**src/rtl/core/qpd_pkg.sv**
```systemverilog
// shared types, character codes and helpers of the quoted-printable decoder
package qpd_pkg;

  localparam int unsigned ApbAddrW = 3;
  localparam int unsigned ApbDataW = 32;

  // register index in the configuration space
  localparam logic [0:0] REG_UNDERSCORE = 1'b0;

  localparam logic [7:0] CHR_EQ    = 8'h3D;
  localparam logic [7:0] CHR_CR    = 8'h0D;
  localparam logic [7:0] CHR_LF    = 8'h0A;
  localparam logic [7:0] CHR_US    = 8'h5F;
  localparam logic [7:0] CHR_SPACE = 8'h20;

  typedef enum logic [3:0] {
    PH_PLAIN = 4'b0001,
    PH_EQ    = 4'b0010,
    PH_HIGH  = 4'b0100,
    PH_CR    = 4'b1000
  } qpd_phase_e;

  typedef struct packed {
    logic       valid;
    logic [7:0] data;
    logic       last;
    logic       trunc;
  } qpd_result_t;

  // hex digit value, anything else counts as zero
  function automatic logic [3:0] hex_value(input logic [7:0] b);
    logic [3:0] v;
    v = 4'h0;
    if (b >= 8'h30 && b <= 8'h39) begin
      v = 4'(b - 8'h30);
    end else if (b >= 8'h61 && b <= 8'h66) begin
      v = 4'(b - 8'h57);
    end else if (b >= 8'h41 && b <= 8'h46) begin
      v = 4'(b - 8'h37);
    end
    return v;
  endfunction

endpackage

```
**src/rtl/core/qpd_apb_regs.sv**
```systemverilog
// apb configuration register of the quoted-printable decoder
module qpd_apb_regs import qpd_pkg::*; (
  input  logic                clk_i,
  input  logic                rst_ni,
  input  logic                psel,
  input  logic                penable,
  input  logic                pwrite,
  input  logic [ApbAddrW-1:0] paddr,
  input  logic [ApbDataW-1:0] pwdata,
  output logic [ApbDataW-1:0] prdata,
  output logic                pready,
  output logic                underscore_o
);

  logic underscore_q, underscore_d;
  logic wr_en;

  assign pready = 1'b1;
  assign wr_en  = psel && penable && pwrite && (paddr[2] == REG_UNDERSCORE);

  always_comb begin
    underscore_d = underscore_q;
    if (wr_en) begin
      underscore_d = pwdata[0];
    end
  end

  always_ff @(posedge clk_i or negedge rst_ni) begin
    if (!rst_ni) begin
      underscore_q <= 1'b0;
    end else begin
      underscore_q <= underscore_d;
    end
  end

  always_comb begin
    prdata = '0;
    if (paddr[2] == REG_UNDERSCORE) begin
      prdata = {{(ApbDataW-1){1'b0}}, underscore_q};
    end
  end

  assign underscore_o = underscore_q;

endmodule

```
**src/rtl/core/qpd_decode.sv**
```systemverilog
// input register, escape state and decode logic
module qpd_decode import qpd_pkg::*; (
  input  logic        clk_i,
  input  logic        rst_ni,
  input  logic        in_valid_i,
  output logic        in_ready_o,
  input  logic [7:0]  in_byte_i,
  input  logic        in_last_i,
  input  logic        underscore_i,
  input  logic        res_ready_i,
  output logic        res_valid_o,
  output qpd_result_t res_o
);

  logic       in_valid_q, in_valid_d;
  logic [7:0] in_byte_q;
  logic       in_last_q;
  qpd_phase_e phase_q, phase_d;
  logic [3:0] nibble_q, nibble_d;
  logic       advance;
  logic       load;

  qpd_phase_e eff_phase;
  qpd_phase_e next_phase;
  logic       out_v;
  logic [7:0] out_b;

  assign advance     = in_valid_q && res_ready_i;
  assign in_ready_o  = !in_valid_q || res_ready_i;
  assign load        = in_valid_i && in_ready_o;
  assign res_valid_o = in_valid_q;

  always_comb begin
    in_valid_d = in_valid_q;
    if (load) begin
      in_valid_d = 1'b1;
    end else if (advance) begin
      in_valid_d = 1'b0;
    end
  end

  always_ff @(posedge clk_i or negedge rst_ni) begin
    if (!rst_ni) begin
      in_valid_q <= 1'b0;
    end else begin
      in_valid_q <= in_valid_d;
    end
  end

  always_ff @(posedge clk_i) begin
    if (load) begin
      in_byte_q <= in_byte_i;
      in_last_q <= in_last_i;
    end
  end

  always_comb begin
    out_v      = 1'b0;
    out_b      = 8'h00;
    nibble_d   = nibble_q;
    // a byte after "=" cr that is not lf is decoded in the plain phase
    eff_phase  = (phase_q == PH_CR) ? PH_PLAIN : phase_q;
    next_phase = eff_phase;
    if (phase_q == PH_CR && in_byte_q == CHR_LF) begin
      next_phase = PH_PLAIN;
    end else begin
      case (eff_phase)
        PH_PLAIN: begin
          if (in_byte_q == CHR_EQ) begin
            next_phase = PH_EQ;
          end else begin
            out_v = 1'b1;
            out_b = in_byte_q;
          end
        end
        PH_EQ: begin
          if (in_byte_q == CHR_CR) begin
            next_phase = PH_CR;
          end else if (in_byte_q == CHR_LF) begin
            next_phase = PH_PLAIN;
          end else begin
            nibble_d   = hex_value(in_byte_q);
            next_phase = PH_HIGH;
          end
        end
        PH_HIGH: begin
          out_v      = 1'b1;
          out_b      = {nibble_q, hex_value(in_byte_q)};
          next_phase = PH_PLAIN;
        end
        default: begin
          next_phase = PH_PLAIN;
        end
      endcase
    end

    if (out_v && underscore_i && out_b == CHR_US) begin
      out_b = CHR_SPACE;
    end

    res_o.valid = out_v;
    res_o.data  = out_b;
    res_o.last  = in_last_q;
    res_o.trunc = in_last_q && (next_phase == PH_EQ || next_phase == PH_HIGH);

    phase_d = next_phase;
    if (in_last_q) begin
      phase_d  = PH_PLAIN;
      nibble_d = 4'h0;
    end
  end

  always_ff @(posedge clk_i or negedge rst_ni) begin
    if (!rst_ni) begin
      phase_q  <= PH_PLAIN;
      nibble_q <= 4'h0;
    end else if (advance) begin
      phase_q  <= phase_d;
      nibble_q <= nibble_d;
    end
  end

  a_trunc_only_last: assert property (@(posedge clk_i) disable iff (!rst_ni)
    (in_valid_q && res_o.trunc) |-> res_o.last)
    else $error("truncated flag without last");

  a_no_data_when_empty: assert property (@(posedge clk_i) disable iff (!rst_ni)
    (in_valid_q && !res_o.valid) |-> (res_o.data == 8'h00))
    else $error("data nonzero on empty result");

  a_last_clears_state: assert property (@(posedge clk_i) disable iff (!rst_ni)
    (advance && in_last_q) |=> (phase_q == PH_PLAIN && nibble_q == 4'h0))
    else $error("state not cleared after last item");

endmodule

```
**src/rtl/core/qpd_out_stage.sv**
```systemverilog
// result register toward the output stream
module qpd_out_stage import qpd_pkg::*; (
  input  logic        clk_i,
  input  logic        rst_ni,
  input  logic        res_valid_i,
  input  qpd_result_t res_i,
  output logic        res_ready_o,
  output logic        m_valid_o,
  input  logic        m_ready_i,
  output qpd_result_t m_res_o
);

  logic        valid_q, valid_d;
  qpd_result_t res_q;

  assign res_ready_o = !valid_q || m_ready_i;

  always_comb begin
    valid_d = valid_q;
    if (res_ready_o) begin
      valid_d = res_valid_i;
    end
  end

  always_ff @(posedge clk_i or negedge rst_ni) begin
    if (!rst_ni) begin
      valid_q <= 1'b0;
    end else begin
      valid_q <= valid_d;
    end
  end

  always_ff @(posedge clk_i) begin
    if (res_ready_o && res_valid_i) begin
      res_q <= res_i;
    end
  end

  assign m_valid_o = valid_q;
  assign m_res_o   = res_q;

  a_load_sets_valid: assert property (@(posedge clk_i) disable iff (!rst_ni)
    (res_ready_o && res_valid_i) |=> valid_q)
    else $error("loaded result not presented");

  a_stall_keeps_result: assert property (@(posedge clk_i) disable iff (!rst_ni)
    (valid_q && !m_ready_i) |=> (valid_q && $stable(res_q)))
    else $error("stalled result lost or changed");

endmodule

```
**src/rtl/core/quoted_printable_decoder_top.sv**
```systemverilog
// top level of the quoted-printable stream decoder
// Decodes quoted-printable text one byte per item. A plain byte passes through, "=" and
// two hex digits give one byte (a non-hex digit counts as zero), and "=" followed by cr,
// lf or cr lf is a soft line break that gives an empty result. Every input item gives
// exactly one result item: tuser[0] says whether tdata holds a decoded byte, tlast
// copies the input tlast, and tuser[1] flags a stream that ended inside an unfinished
// escape. Register 0 at address 0, bit 0, turns each output underscore into a space for
// header Q-word text; write it only while the block is idle. One item is accepted every
// clock cycle while the output is not stalled; each item passes through the input register
// and then the result register, with decode and escape state update between them.
module quoted_printable_decoder_top import qpd_pkg::*; (
  input  logic                clk_i,
  input  logic                rst_ni,
  // input stream
  input  logic                s_axis_tvalid,
  output logic                s_axis_tready,
  input  logic [7:0]          s_axis_tdata,   // [7:0] in_byte
  input  logic                s_axis_tlast,   // in_last
  // output stream
  output logic                m_axis_tvalid,
  input  logic                m_axis_tready,
  output logic [7:0]          m_axis_tdata,   // [7:0] out_byte
  output logic                m_axis_tlast,   // out_last
  output logic [1:0]          m_axis_tuser,   // [0] out_valid, [1] truncated
  // configuration port
  input  logic                psel,
  input  logic                penable,
  input  logic                pwrite,
  input  logic [ApbAddrW-1:0] paddr,
  input  logic [ApbDataW-1:0] pwdata,
  output logic [ApbDataW-1:0] prdata,
  output logic                pready
);

  logic        underscore;
  logic        res_valid;
  logic        res_ready;
  qpd_result_t res;
  qpd_result_t m_res;

  // configuration register
  qpd_apb_regs u_regs (
    .clk_i       (clk_i),
    .rst_ni      (rst_ni),
    .psel        (psel),
    .penable     (penable),
    .pwrite      (pwrite),
    .paddr       (paddr),
    .pwdata      (pwdata),
    .prdata      (prdata),
    .pready      (pready),
    .underscore_o(underscore)
  );

  // input register and decode, state advances when the item moves on
  qpd_decode u_decode (
    .clk_i       (clk_i),
    .rst_ni      (rst_ni),
    .in_valid_i  (s_axis_tvalid),
    .in_ready_o  (s_axis_tready),
    .in_byte_i   (s_axis_tdata),
    .in_last_i   (s_axis_tlast),
    .underscore_i(underscore),
    .res_ready_i (res_ready),
    .res_valid_o (res_valid),
    .res_o       (res)
  );

  // result register, holds a waiting result and stalls the input side until it is taken
  qpd_out_stage u_out (
    .clk_i      (clk_i),
    .rst_ni     (rst_ni),
    .res_valid_i(res_valid),
    .res_i      (res),
    .res_ready_o(res_ready),
    .m_valid_o  (m_axis_tvalid),
    .m_ready_i  (m_axis_tready),
    .m_res_o    (m_res)
  );

  assign m_axis_tdata = m_res.data;
  assign m_axis_tlast = m_res.last;
  assign m_axis_tuser = {m_res.trunc, m_res.valid};

endmodule

```
**config.mk**
```make
export PLATFORM = sky130hd
export DESIGN_NAME = quoted_printable_decoder_top
export DESIGN_NICKNAME = d
export VERILOG_FILES = /design/src/rtl/core/qpd_pkg.sv /design/src/rtl/core/qpd_apb_regs.sv /design/src/rtl/core/qpd_decode.sv /design/src/rtl/core/qpd_out_stage.sv /design/src/rtl/core/quoted_printable_decoder_top.sv
export SDC_FILE = /design/constraint.sdc
export NUM_CORES = 1
export LEC_CHECK = 0
export ABC_AREA = 0
export BUFFER_PORTS_ARGS = -buffer_cell sky130_fd_sc_hd__buf_2
export CAP_MARGIN = 25
export CORE_ASPECT_RATIO = 1.2
export CORE_MARGIN = 10
export CORE_UTILIZATION = 30
export CTS_BUF_LIST = sky130_fd_sc_hd__clkbuf_8
export DETAILED_ROUTE_END_ITERATION = 7
export MAX_ROUTING_LAYER = met4
export PLACE_DENSITY = 0.56
export SLEW_MARGIN = 0
export SYNTH_ARGS = -nofsm -noshare
export SYNTH_HDL_FRONTEND = slang
export SYNTH_SLANG_ARGS = --single-unit
export TNS_END_PERCENT = 1
```
**constraint.sdc**
```tcl
create_clock -name clk_i -period 4.32 [get_ports clk_i]
set_input_delay 0.216 -clock clk_i [delete_from_list [all_inputs] [get_ports clk_i]]
set_output_delay 0.216 -clock clk_i [all_outputs]
set_load 0.02 [all_outputs]
```
# == After elaboration in Yosys (flattened, before gate mapping) ==
# Index checks and enable logic that the tools add are counted.
# word_totals
ff_bits,31
inputBits,51
output_inout_bits,46
word_cells,78
# classes
add_sub_neg,3
magnitude_cmp,6
n_eq_ne,13
n_mux,24
n_bitwise,1
n_reduce_logical,20
# ops
operator,n
4-bit 2-to-1 mux,13
8-bit by 4-bit equality test with 1-bit output (second input constant),2
8-bit by 7-bit greater-or-equal comparator with 1-bit output (second input constant),2
8-bit by 7-bit less-or-equal comparator with 1-bit output (second input constant),2
8-bit 2-to-1 mux,2
8-bit one-hot mux with 2 select lines,1
1-bit logical AND,12
4-bit by 2-bit equality test with 1-bit output (second input constant),2
4-bit by 3-bit equality test with 1-bit output (second input constant),2
8-bit by 6-bit equality test with 1-bit output (second input constant),1
8-bit by 7-bit equality test with 1-bit output (second input constant),1
8-bit by 6-bit greater-or-equal comparator with 1-bit output (second input constant),1
8-bit by 6-bit less-or-equal comparator with 1-bit output (second input constant),1
4-bit one-hot mux with 2 select lines,1
4-bit by 3-bit subtractor with 4-bit output (second input constant),2
2-bit by 1-bit != test with 1-bit output (second input constant),3
1-bit 2-to-1 mux,5
5-bit AND reduction,1
4-bit by 1-bit equality test with 1-bit output (second input constant),1
4-bit equality test (second input constant),1
2-bit nonzero test,2
4-bit by 1-bit subtractor with 4-bit output (second input constant),1
1-bit logical OR,3
3-bit 2-to-1 mux,1
3 further kinds,4

# == Logic depth before layout (Yosys ltp) ==
# Gate-level depths: netlist of run 1.
# depth
word_depth,10
depth_mapped,9
mapped_depth_nobuf,8

# == Modules after synthesis ==
# From an unflattened synthesis of run 1, not the netlist that was laid out.
# unflattened
cells_unflattened,195
area_unflattened_um2,2084.5
# modules_own_cells
mod,n_inst,cells_per_inst,area_each_um2,seq_area_each_um2
qpd_decode,1,142,1398.8,496.7
qpd_out_stage,1,15,384.1,355.3
qpd_apb_regs,1,38,301.5,25.0

# == Worst setup path after synthesis of run 1 ==
# No wires, ideal clock.
# synth_timing
path_kind,reg2reg
start,register u_decode.in_byte_q[1]
end,"register u_out.res_q, in the netlist u_out.m_res_o[2], data pin"
arrival_time_ns,2.365
required_ns,4.046
setup_slack_ns,1.681
stages_incl_launch_ff,9
n_path_buf,0
path_cell_list,edfxtp_1 inv_1 ha_1 and4_4 a2111oi_4 a32oi_1 nand4b_1 nor4_4 nor4_1
# synth_between
elab_chain_len,9
# synth_rtl
element,line_no,source
"start, declared",qpd_decode.sv:16,logic [7:0] in_byte_q;
"start signal, assigned",qpd_decode.sv:52,in_byte_q <= in_byte_i;
8-bit by 7-bit greater-or-equal comparator with 1-bit output or 8-bit by 7-bit less-or-equal comparator with 1-bit output (tied branches),qpd_pkg.sv:38,end else if (b >= 8'h41 && b <= 8'h46) begin
1-bit logical AND,qpd_pkg.sv:38,
4-bit 2-to-1 mux,qpd_pkg.sv:38,
4-bit 2-to-1 mux (2 in a row),-,
8-bit one-hot mux with 2 select lines,qpd_decode.sv:67,case (eff_phase)
8-bit 2-to-1 mux,qpd_decode.sv:64,if (phase_q == PH_CR && in_byte_q == CHR_LF) begin
8-bit by 7-bit equality test with 1-bit output,qpd_decode.sv:97,if (out_v && underscore_i && out_b == CHR_US) begin
1-bit logical AND,qpd_decode.sv:97,
"end signal, assigned",qpd_out_stage.sv:35,res_q <= res_i;
"end, declared",qpd_out_stage.sv:14,qpd_result_t res_q;
# Parallel ways exist; a longest one is shown, timed or not.
# A chain may end at the register's enable or synchronous reset.

# == Final worst setup path of run 1 ==
# layout_timing
start,register u_decode.in_byte_q[1]
end,"register u_out.res_q, in the netlist u_out.m_res_o[3], data pin"
# The elaborated chain is that of the path after synthesis.

==> results of run 1 <==
[critical path: stages (launching register included)]
cell and delay (ns):
edfxtp_1 0.56, inv_1 0.12, ha_1 0.24, and4_4 0.22, a2111oi_4 0.65, a32oi_1 0.22
nand4b_1 0.29, nor4_4 0.43, nor4_1 0.11
[state kept, by name, indices dropped and copies added (netlist names)]
name	cells
u_decode.in_byte_q	8
u_decode.res_valid_o	1
u_decode.nibble_q	4
u_out.m_valid_o	1
u_out.m_res_o	11
u_decode.in_last_q	1
u_decode.phase_q	4
u_regs.underscore_o	1
[layout make-up]
| cell class | instances | share of cell area (%) |
|---|---|---|
| well taps | 85 | 4.81 |
| repair buffers | 32 | 7.47 |
| clock inverters | 3 | 0.566 |
| flip-flops and latches | 31 | 39.7 |
| inverters | 4 | 0.680 |
| clock buffers | 5 | 3.11 |
| multi-input cells | 146 | 43.7 |
[how the worst max path moves through the flow]
stage / start / to / slack [ns] / depth (start not counted)
after floorplan: u_decode.in_byte_q[1]$_DFFE_PP_ / u_out.m_res_o[2]$_SDFFCE_PP0P_ / 1.68 / 8
after global placement: u_decode.in_byte_q[0]$_DFFE_PP_ / u_out.m_res_o[2]$_SDFFCE_PP0P_ / 1.31 / 7
after detailed placement: u_decode.in_byte_q[0]$_DFFE_PP_ / u_out.m_res_o[2]$_SDFFCE_PP0P_ / 1.26 / 7
after CTS: u_decode.in_byte_q[0]$_DFFE_PP_ / u_out.m_res_o[2]$_SDFFCE_PP0P_ / 1.23 / 7
after global routing: u_decode.in_byte_q[1]$_DFFE_PP_ / u_out.m_res_o[2]$_SDFFCE_PP0P_ / 1.0 / 8
final: u_decode.in_byte_q[1]$_DFFE_PP_ / u_out.m_res_o[3]$_SDFFCE_PP0P_ / 1.21 / 8
[kinds of logic after synthesis]
family,synth area share (%)
flops,43.6
mux,1.12
compound gates,14.2
other cells,0.373
simple gates,23.2
xor+xnor,0.870
buf+inv,14.1
fa+ha+maj,2.49
[placed cells by master, fill, tap and decap left out, drive strengths merged, types with 2 or more instances in the layout]
| cell type | netlist | final |
|---|---|---|
| xnor2 | 2 | 2 |
| inv | 4 | 6 |
| conb | 2 | 32 |
| edfxtp | 20 | 20 |
| nand3b | 3 | 3 |
| nor4 | 4 | 4 |
| mux2 | 2 | 2 |
| nand2 | 16 | 16 |
| a21oi | 6 | 6 |
| nand2b | 4 | 4 |
| a22oi | 3 | 3 |
| nor3b | 4 | 4 |
| nor3 | 6 | 6 |
| dfrtp | 10 | 10 |
| nand3 | 3 | 3 |
| clkbuf | 3 | 5 |
| a32oi | 2 | 2 |
| nand4b | 2 | 2 |
| and2 | 3 | 3 |
| nor4bb | 4 | 4 |
| or4b | 2 | 2 |
| buf | 36 | 31 |
| o21ai | 6 | 6 |
| nor2b | 6 | 6 |
| ha | 4 | 4 |
| nor2 | 9 | 9 |
| nor4b | 3 | 3 |
| a21o | 3 | 3 |
[what timing repair did]
item / in CTS / in global routing
endpoints found under the hold margin: 10 / 0
endpoints found under the setup margin: 0 / 0
hold buffers: 1 / 0
[power groups by stage]
stage	Clock [mW]	Sequential [mW]	Combinational, mW
floorplan	0	0.378	0.129
global placement	0	0.375	0.150
detailed placement	0	0.376	0.151
CTS	0.216	0.370	0.153
global route	0.233	0.373	0.169
finish	0.207	0.370	0.153
[metal layers]
layer  routed length, µm  up-vias
li1                    -      695
met1                1920      633
met2                2010       55
met3                 342        7
met4                  59        0
met5                   0        -
[per-stage QoR]
| step | util [%] | instances | worst slack [ns] |
|---|---|---|---|
| CTS | 34.1 | 306 | 1.23 |
| finish | 34.1 | 306 | 1.21 |
| global placement | 32.7 | 297 | 1.31 |
| global route | 34.1 | 306 | 0.997 |
| floorplan | - | 220 | 1.68 |
| detailed placement | 32.7 | 297 | 1.26 |
==> flow_metrics.tcl, run 1 <==
set metrics [dict create \
    reg2reg_slack_ns 1.21 \
    drc 0 \
    synth_edf_count 20 \
    busiest_layer "met2" \
    multi_input_area_um2 965 \
    ys.flop_type "edfxtp_1" \
    startpoint_type "flop" \
    pwr-share-comb_pct 20.9 \
    syn-instance-count 190 \
    diodes 0 \
    die_h_um 110 \
    synth_largest_area_cell "edfxtp_1" \
    clockPowerShare_pct 28.4 \
    antenna_found_initial 0 \
    fin_crit_sh_pct 72.1 \
    synth.distinct_cells 53 \
    internal-power_mw 0.506 \
    drive_gt1_share_pct 22.2 \
    critPathMaxFanout 8 \
    yosysTopAreaCellShare_pct 29.8 \
    start_util_pct 31.0 \
    grt_max_degree 15 \
    p_per_area_mw_per_mm2 330 \
    p_total_mw 0.729 \
    post_cts_buffers 0 \
    hold_depth 1 \
    p_switching_mw 0.223 \
    min_to "u_decode.in_byte_q[0]$_DFFE_PP_" \
    setup_violations 0 \
    power_frac_seq_pct 50.7 \
    wirelength_um 4340 \
    dr.pass1.iters 4 \
    rr_worst_depth 8 \
    die_area_mm2 0.0104 \
    setup-tns-final_ns 0 \
    rsz0062_at_grt "no" \
    max_freq_ghz 0.321 \
    p_leak_nw 0.917 \
    drv_cap 0 \
    synthToLayoutAreaGrowth_pct 9.76 \
    io_pins 97 \
    fin_worst_skew_ns 0.00404 \
    timing.rr.end "u_out.m_res_o[3]$_SDFFCE_PP0P_" \
    cts_tree "done" \
    numCtsBuffers 5 \
    clock_latency_ns 0.28 \
    ys_top_cells_by_count "32 x buf_4, 20 x edfxtp_1, 16 x nand2_1" \
    whs_ns 0.108 \
    synth_most_common_cell "buf_4" \
    grt_overflow 0 \
    outcome "completed" \
    core_area_mm2 0.00649 \
    slew_headroom_pct 57.6 \
    grt_util_met2_pct 13.6 \
    switching_share_pct 30.6 \
    post_cts_resized 0 \
    grt_pass1_vias 1449 \
    finalNetCount 275 \
    dp_hpwl_um 3430 \
    gp_congestion 0.844 \
    hold_class "input pin to flop" \
    clkSinkCount 31 \
    finalInstanceArea_mm2 0.00221 \
    synth_area_per_cell_um2 10.6 \
    register_area_um2 877 \
    route.vias.total 1390 \
    yosysWarningCount 0 \
    syn_area_mm2 0.00201 \
    grt_usage_pct 8.58 \
    die_w_um 94.8 \
    cts_buffer_depth 2 \
    period_minus_slack_ns 3.11 \
    critPathRequiredTime_ns 4.32 \
    use_met1_pct 10.0 \
    timing.rr.start "u_decode.in_byte_q[1]$_DFFE_PP_" \
    crit_arrival_ns 3.12 \
    io_buffers 31 \
    cts_root_buf "clkbuf_8" \
    detailedRoute.firstIterationViolations 107 \
    hold_start "s_axis_tdata[0]" \
    clk_pin_slew_ns 0.06 \
    htreeDepth 2 \
    critical_path_class "flop to flop" \
    fp-row-count 32 \
    grt_pass1_wl_um 6900 \
    gr-usage-met3_pct 2.86 \
    hold_violations 0 \
    place_area_mm2 0.00212 \
    ant_nets 0 \
    ys_seq_elements 31 \
    cp-end-kind "flop" \
    seq_area_frac_synth_pct 43.6 \
    post_drt_wl_per_cell_um 14.2 \
    maxSlewViolCount 0 \
    ys_top_cells_by_area "edfxtp_1 30%, dfrtp_1 12%, buf_4 12%" \
    max_slew.worst_pin.slew_ns 0.636 \
    ir_worst_vdd_mv 0.118 \
    async_flop_share_pct 35.5 \
    avgViaCountPerCell 4.54 \
    fillers 678 \
]
No activity file was read; power rests on OpenSTA's default activity.
==> run 2, diff against run 1 <==
==> constraint.sdc (replaced) <==
create_clock -name clk_i -period 3.1 [get_ports clk_i]
set_input_delay 0.155 -clock clk_i [delete_from_list [all_inputs] [get_ports clk_i]]
set_output_delay 0.155 -clock clk_i [all_outputs]
set_load 0.02 [all_outputs]
==> run 2 against run 1 <==
  * Combinational power grew 46%
  * Sequential share of layout area shrank 1.2 points
  * Sequential power grew 38%
  * Flip-flop and latch count is the same
  * Final cell count grew 1.3%
  * Utilization grew 1.0 points
  * Via count grew 0.43%
  * Clock skew grew 0.0024 ns
  * Design area grew 3.0%
  * Die area is the same
  * Critical path depth shrank 2
  * First-iteration DRC count shrank 38%
  * Largest power group unchanged
==> flow_metrics.tcl, run 2 (synthesis results as in run 1) <==
set metrics [dict create \
    clk_pin_slew_ns 0.07 \
    reg2reg_slack_ns 0.34 \
    min_to "u_decode.in_byte_q[6]$_DFFE_PP_" \
    clock_latency_ns 0.28 \
    outcome "completed" \
    drv_cap 0 \
    drive_gt1_share_pct 24.4 \
    route.vias.total 1396 \
    setup_violations 0 \
    core_area_mm2 0.00649 \
    rr_worst_depth 6 \
    cts_buffer_depth 2 \
    critPathMaxFanout 6 \
    max_freq_ghz 0.363 \
    grt_max_degree 15 \
    setup-tns-final_ns 0 \
    grt_overflow 0 \
    diodes 0 \
    cp_top_family "simple AND/OR/NAND/NOR gates" \
    hold_violations 0 \
    synthToLayoutAreaGrowth_pct 13.1 \
    crit_arrival_ns 2.77 \
    clkSinkCount 31 \
    die_h_um 110 \
    p_leak_nw 0.947 \
    cts_tree "done" \
    critical_path.slowest_cell "or4b_1" \
    ir_worst_vdd_mv 0.252 \
    post_drt_wl_per_cell_um 14.1 \
    final_common_cell "conb_1" \
    fin_crit_sh_pct 89.0 \
    start_util_pct 31.0 \
    cp_cell_sequence "or4b_1, a311oi_4, o21ai_1, o21a_1, nor4_4, nor4_1" \
    fp-row-count 32 \
    wirelength_um 4390 \
    dr.pass1.iters 4 \
    hold_start "s_axis_tdata[6]" \
    startpoint_type "flop" \
    hold_depth 1 \
    crit_buf_inv 0 \
    period_minus_slack_ns 2.76 \
    cp-end-kind "flop" \
    grt_pass1_wl_um 7090 \
    max_slew.worst_pin.slew_ns 0.596 \
    critical_path_class "flop to flop" \
    post_cts_buffers 0 \
    cp_num_cells 6 \
    gp_congestion 0.865 \
    final_cell_mix "32 x conb_1, 31 x buf_2, 20 x edfxtp_1" \
    die_w_um 94.8 \
    critPathRequiredTime_ns 3.11 \
    cpPeakStageDelay_ns 0.72 \
    timing.rr.end "u_out.m_res_o[3]$_SDFFCE_PP0P_" \
    io_pins 97 \
    numCtsBuffers 5 \
    grt_pass1_vias 1449 \
    slew_headroom_pct 59.7 \
    p_per_area_mw_per_mm2 501 \
    timing.rr.start "u_decode.in_byte_q[3]$_DFFE_PP_" \
    detailedRoute.firstIterationViolations 66 \
    fin_worst_skew_ns 0.00647 \
    io_buffers 31 \
    die_area_mm2 0.0104 \
    dp_hpwl_um 3460 \
    rsz0062_at_grt "no" \
    drc 0 \
    hold_class "input pin to flop" \
    place_area_mm2 0.00215 \
    grt_usage_pct 8.84 \
    finalNetCount 279 \
    maxSlewViolCount 0 \
    cts_root_buf "clkbuf_8" \
    antenna_found_initial 0 \
    largest_reg_flops 11 \
    finalInstanceArea_mm2 0.00228 \
    avgViaCountPerCell 4.50 \
    htreeDepth 2 \
    ant_nets 0 \
]
-- run 2: cell types whose count changed in the layout (fill, tap and decap cells not counted), sizes merged --
cell / previous run / this run
clkbuf: 5 / 6
inv: 6 / 4
bufinv: 0 / 1
buf: 31 / 35
-- run 2: how the worst max path moves through the flow --
stage	from	end	slack (ns)
2_1_floorplan	u_decode.in_byte_q[1]$_DFFE_PP_	u_out.m_res_o[2]$_SDFFCE_PP0P_	0.46
3_3_place_gp	u_decode.in_byte_q[4]$_DFFE_PP_	u_out.m_res_o[2]$_SDFFCE_PP0P_	0.39
3_5_place_dp	u_decode.in_byte_q[4]$_DFFE_PP_	u_out.m_res_o[3]$_SDFFCE_PP0P_	0.37
4_1_cts	u_decode.in_byte_q[4]$_DFFE_PP_	u_out.m_res_o[3]$_SDFFCE_PP0P_	0.35
5_1_grt	u_decode.in_byte_q[3]$_DFFE_PP_	u_out.m_res_o[3]$_SDFFCE_PP0P_	0.14
6_report	u_decode.in_byte_q[3]$_DFFE_PP_	u_out.m_res_o[3]$_SDFFCE_PP0P_	0.34
-- run 2: where the power goes --
group / internal (mW) / total, mW / switching [mW]
clock: 0.260 / 0.406 / 0.147
combinational: 0.0780 / 0.223 / 0.145
sequential: 0.482 / 0.510 / 0.0279
total: 0.820 / 1.14 / 0.320
-- run 2: cell type report --
| cell class | instances | area, µm² |
|---|---|---|
| inverter | 4 | 15.0 |
| clock buffer | 6 | 82.6 |
| timing repair buffer | 36 | 195 |
| clock inverter | 2 | 35.0 |
| fill | 674 | 4210 |
| multi-input combinational | 146 | 965 |
| sequential | 31 | 877 |
| tap | 85 | 106 |
-- run 2: what timing repair did --
action | CTS | global route
gates resized for setup | 0 | 0
endpoints found under the hold margin | 10 | 0
hold buffers | 1 | 0
-- run 2: routing by layer --
metal / share of wire, % / GRT usage (%) / wire length [µm]
met5: 0 / - / 0
met4: 1.1 / 2.89 / 47
met3: 7.5 / 2.73 / 328
met2: 47 / 13.7 / 2070
met1: 44 / 10.7 / 1940
-- run 2: per-stage QoR --
stage | utilization, % | cells | power (mW) | setup WS [ns] | hold WS, ns
3_5_place_dp | 33.1 | 301 | 0.740 | 0.370 | 0.0498
3_3_place_gp | 33.1 | 301 | 0.739 | 0.387 | 0.0443
2_1_floorplan | - | 220 | 0.707 | 0.461 | -0.141
4_1_cts | 35.1 | 310 | 1.15 | 0.348 | 0.0317
6_report | 35.1 | 310 | 1.14 | 0.342 | 0.0434
5_1_grt | 35.1 | 310 | 1.20 | 0.135 | 0.0313
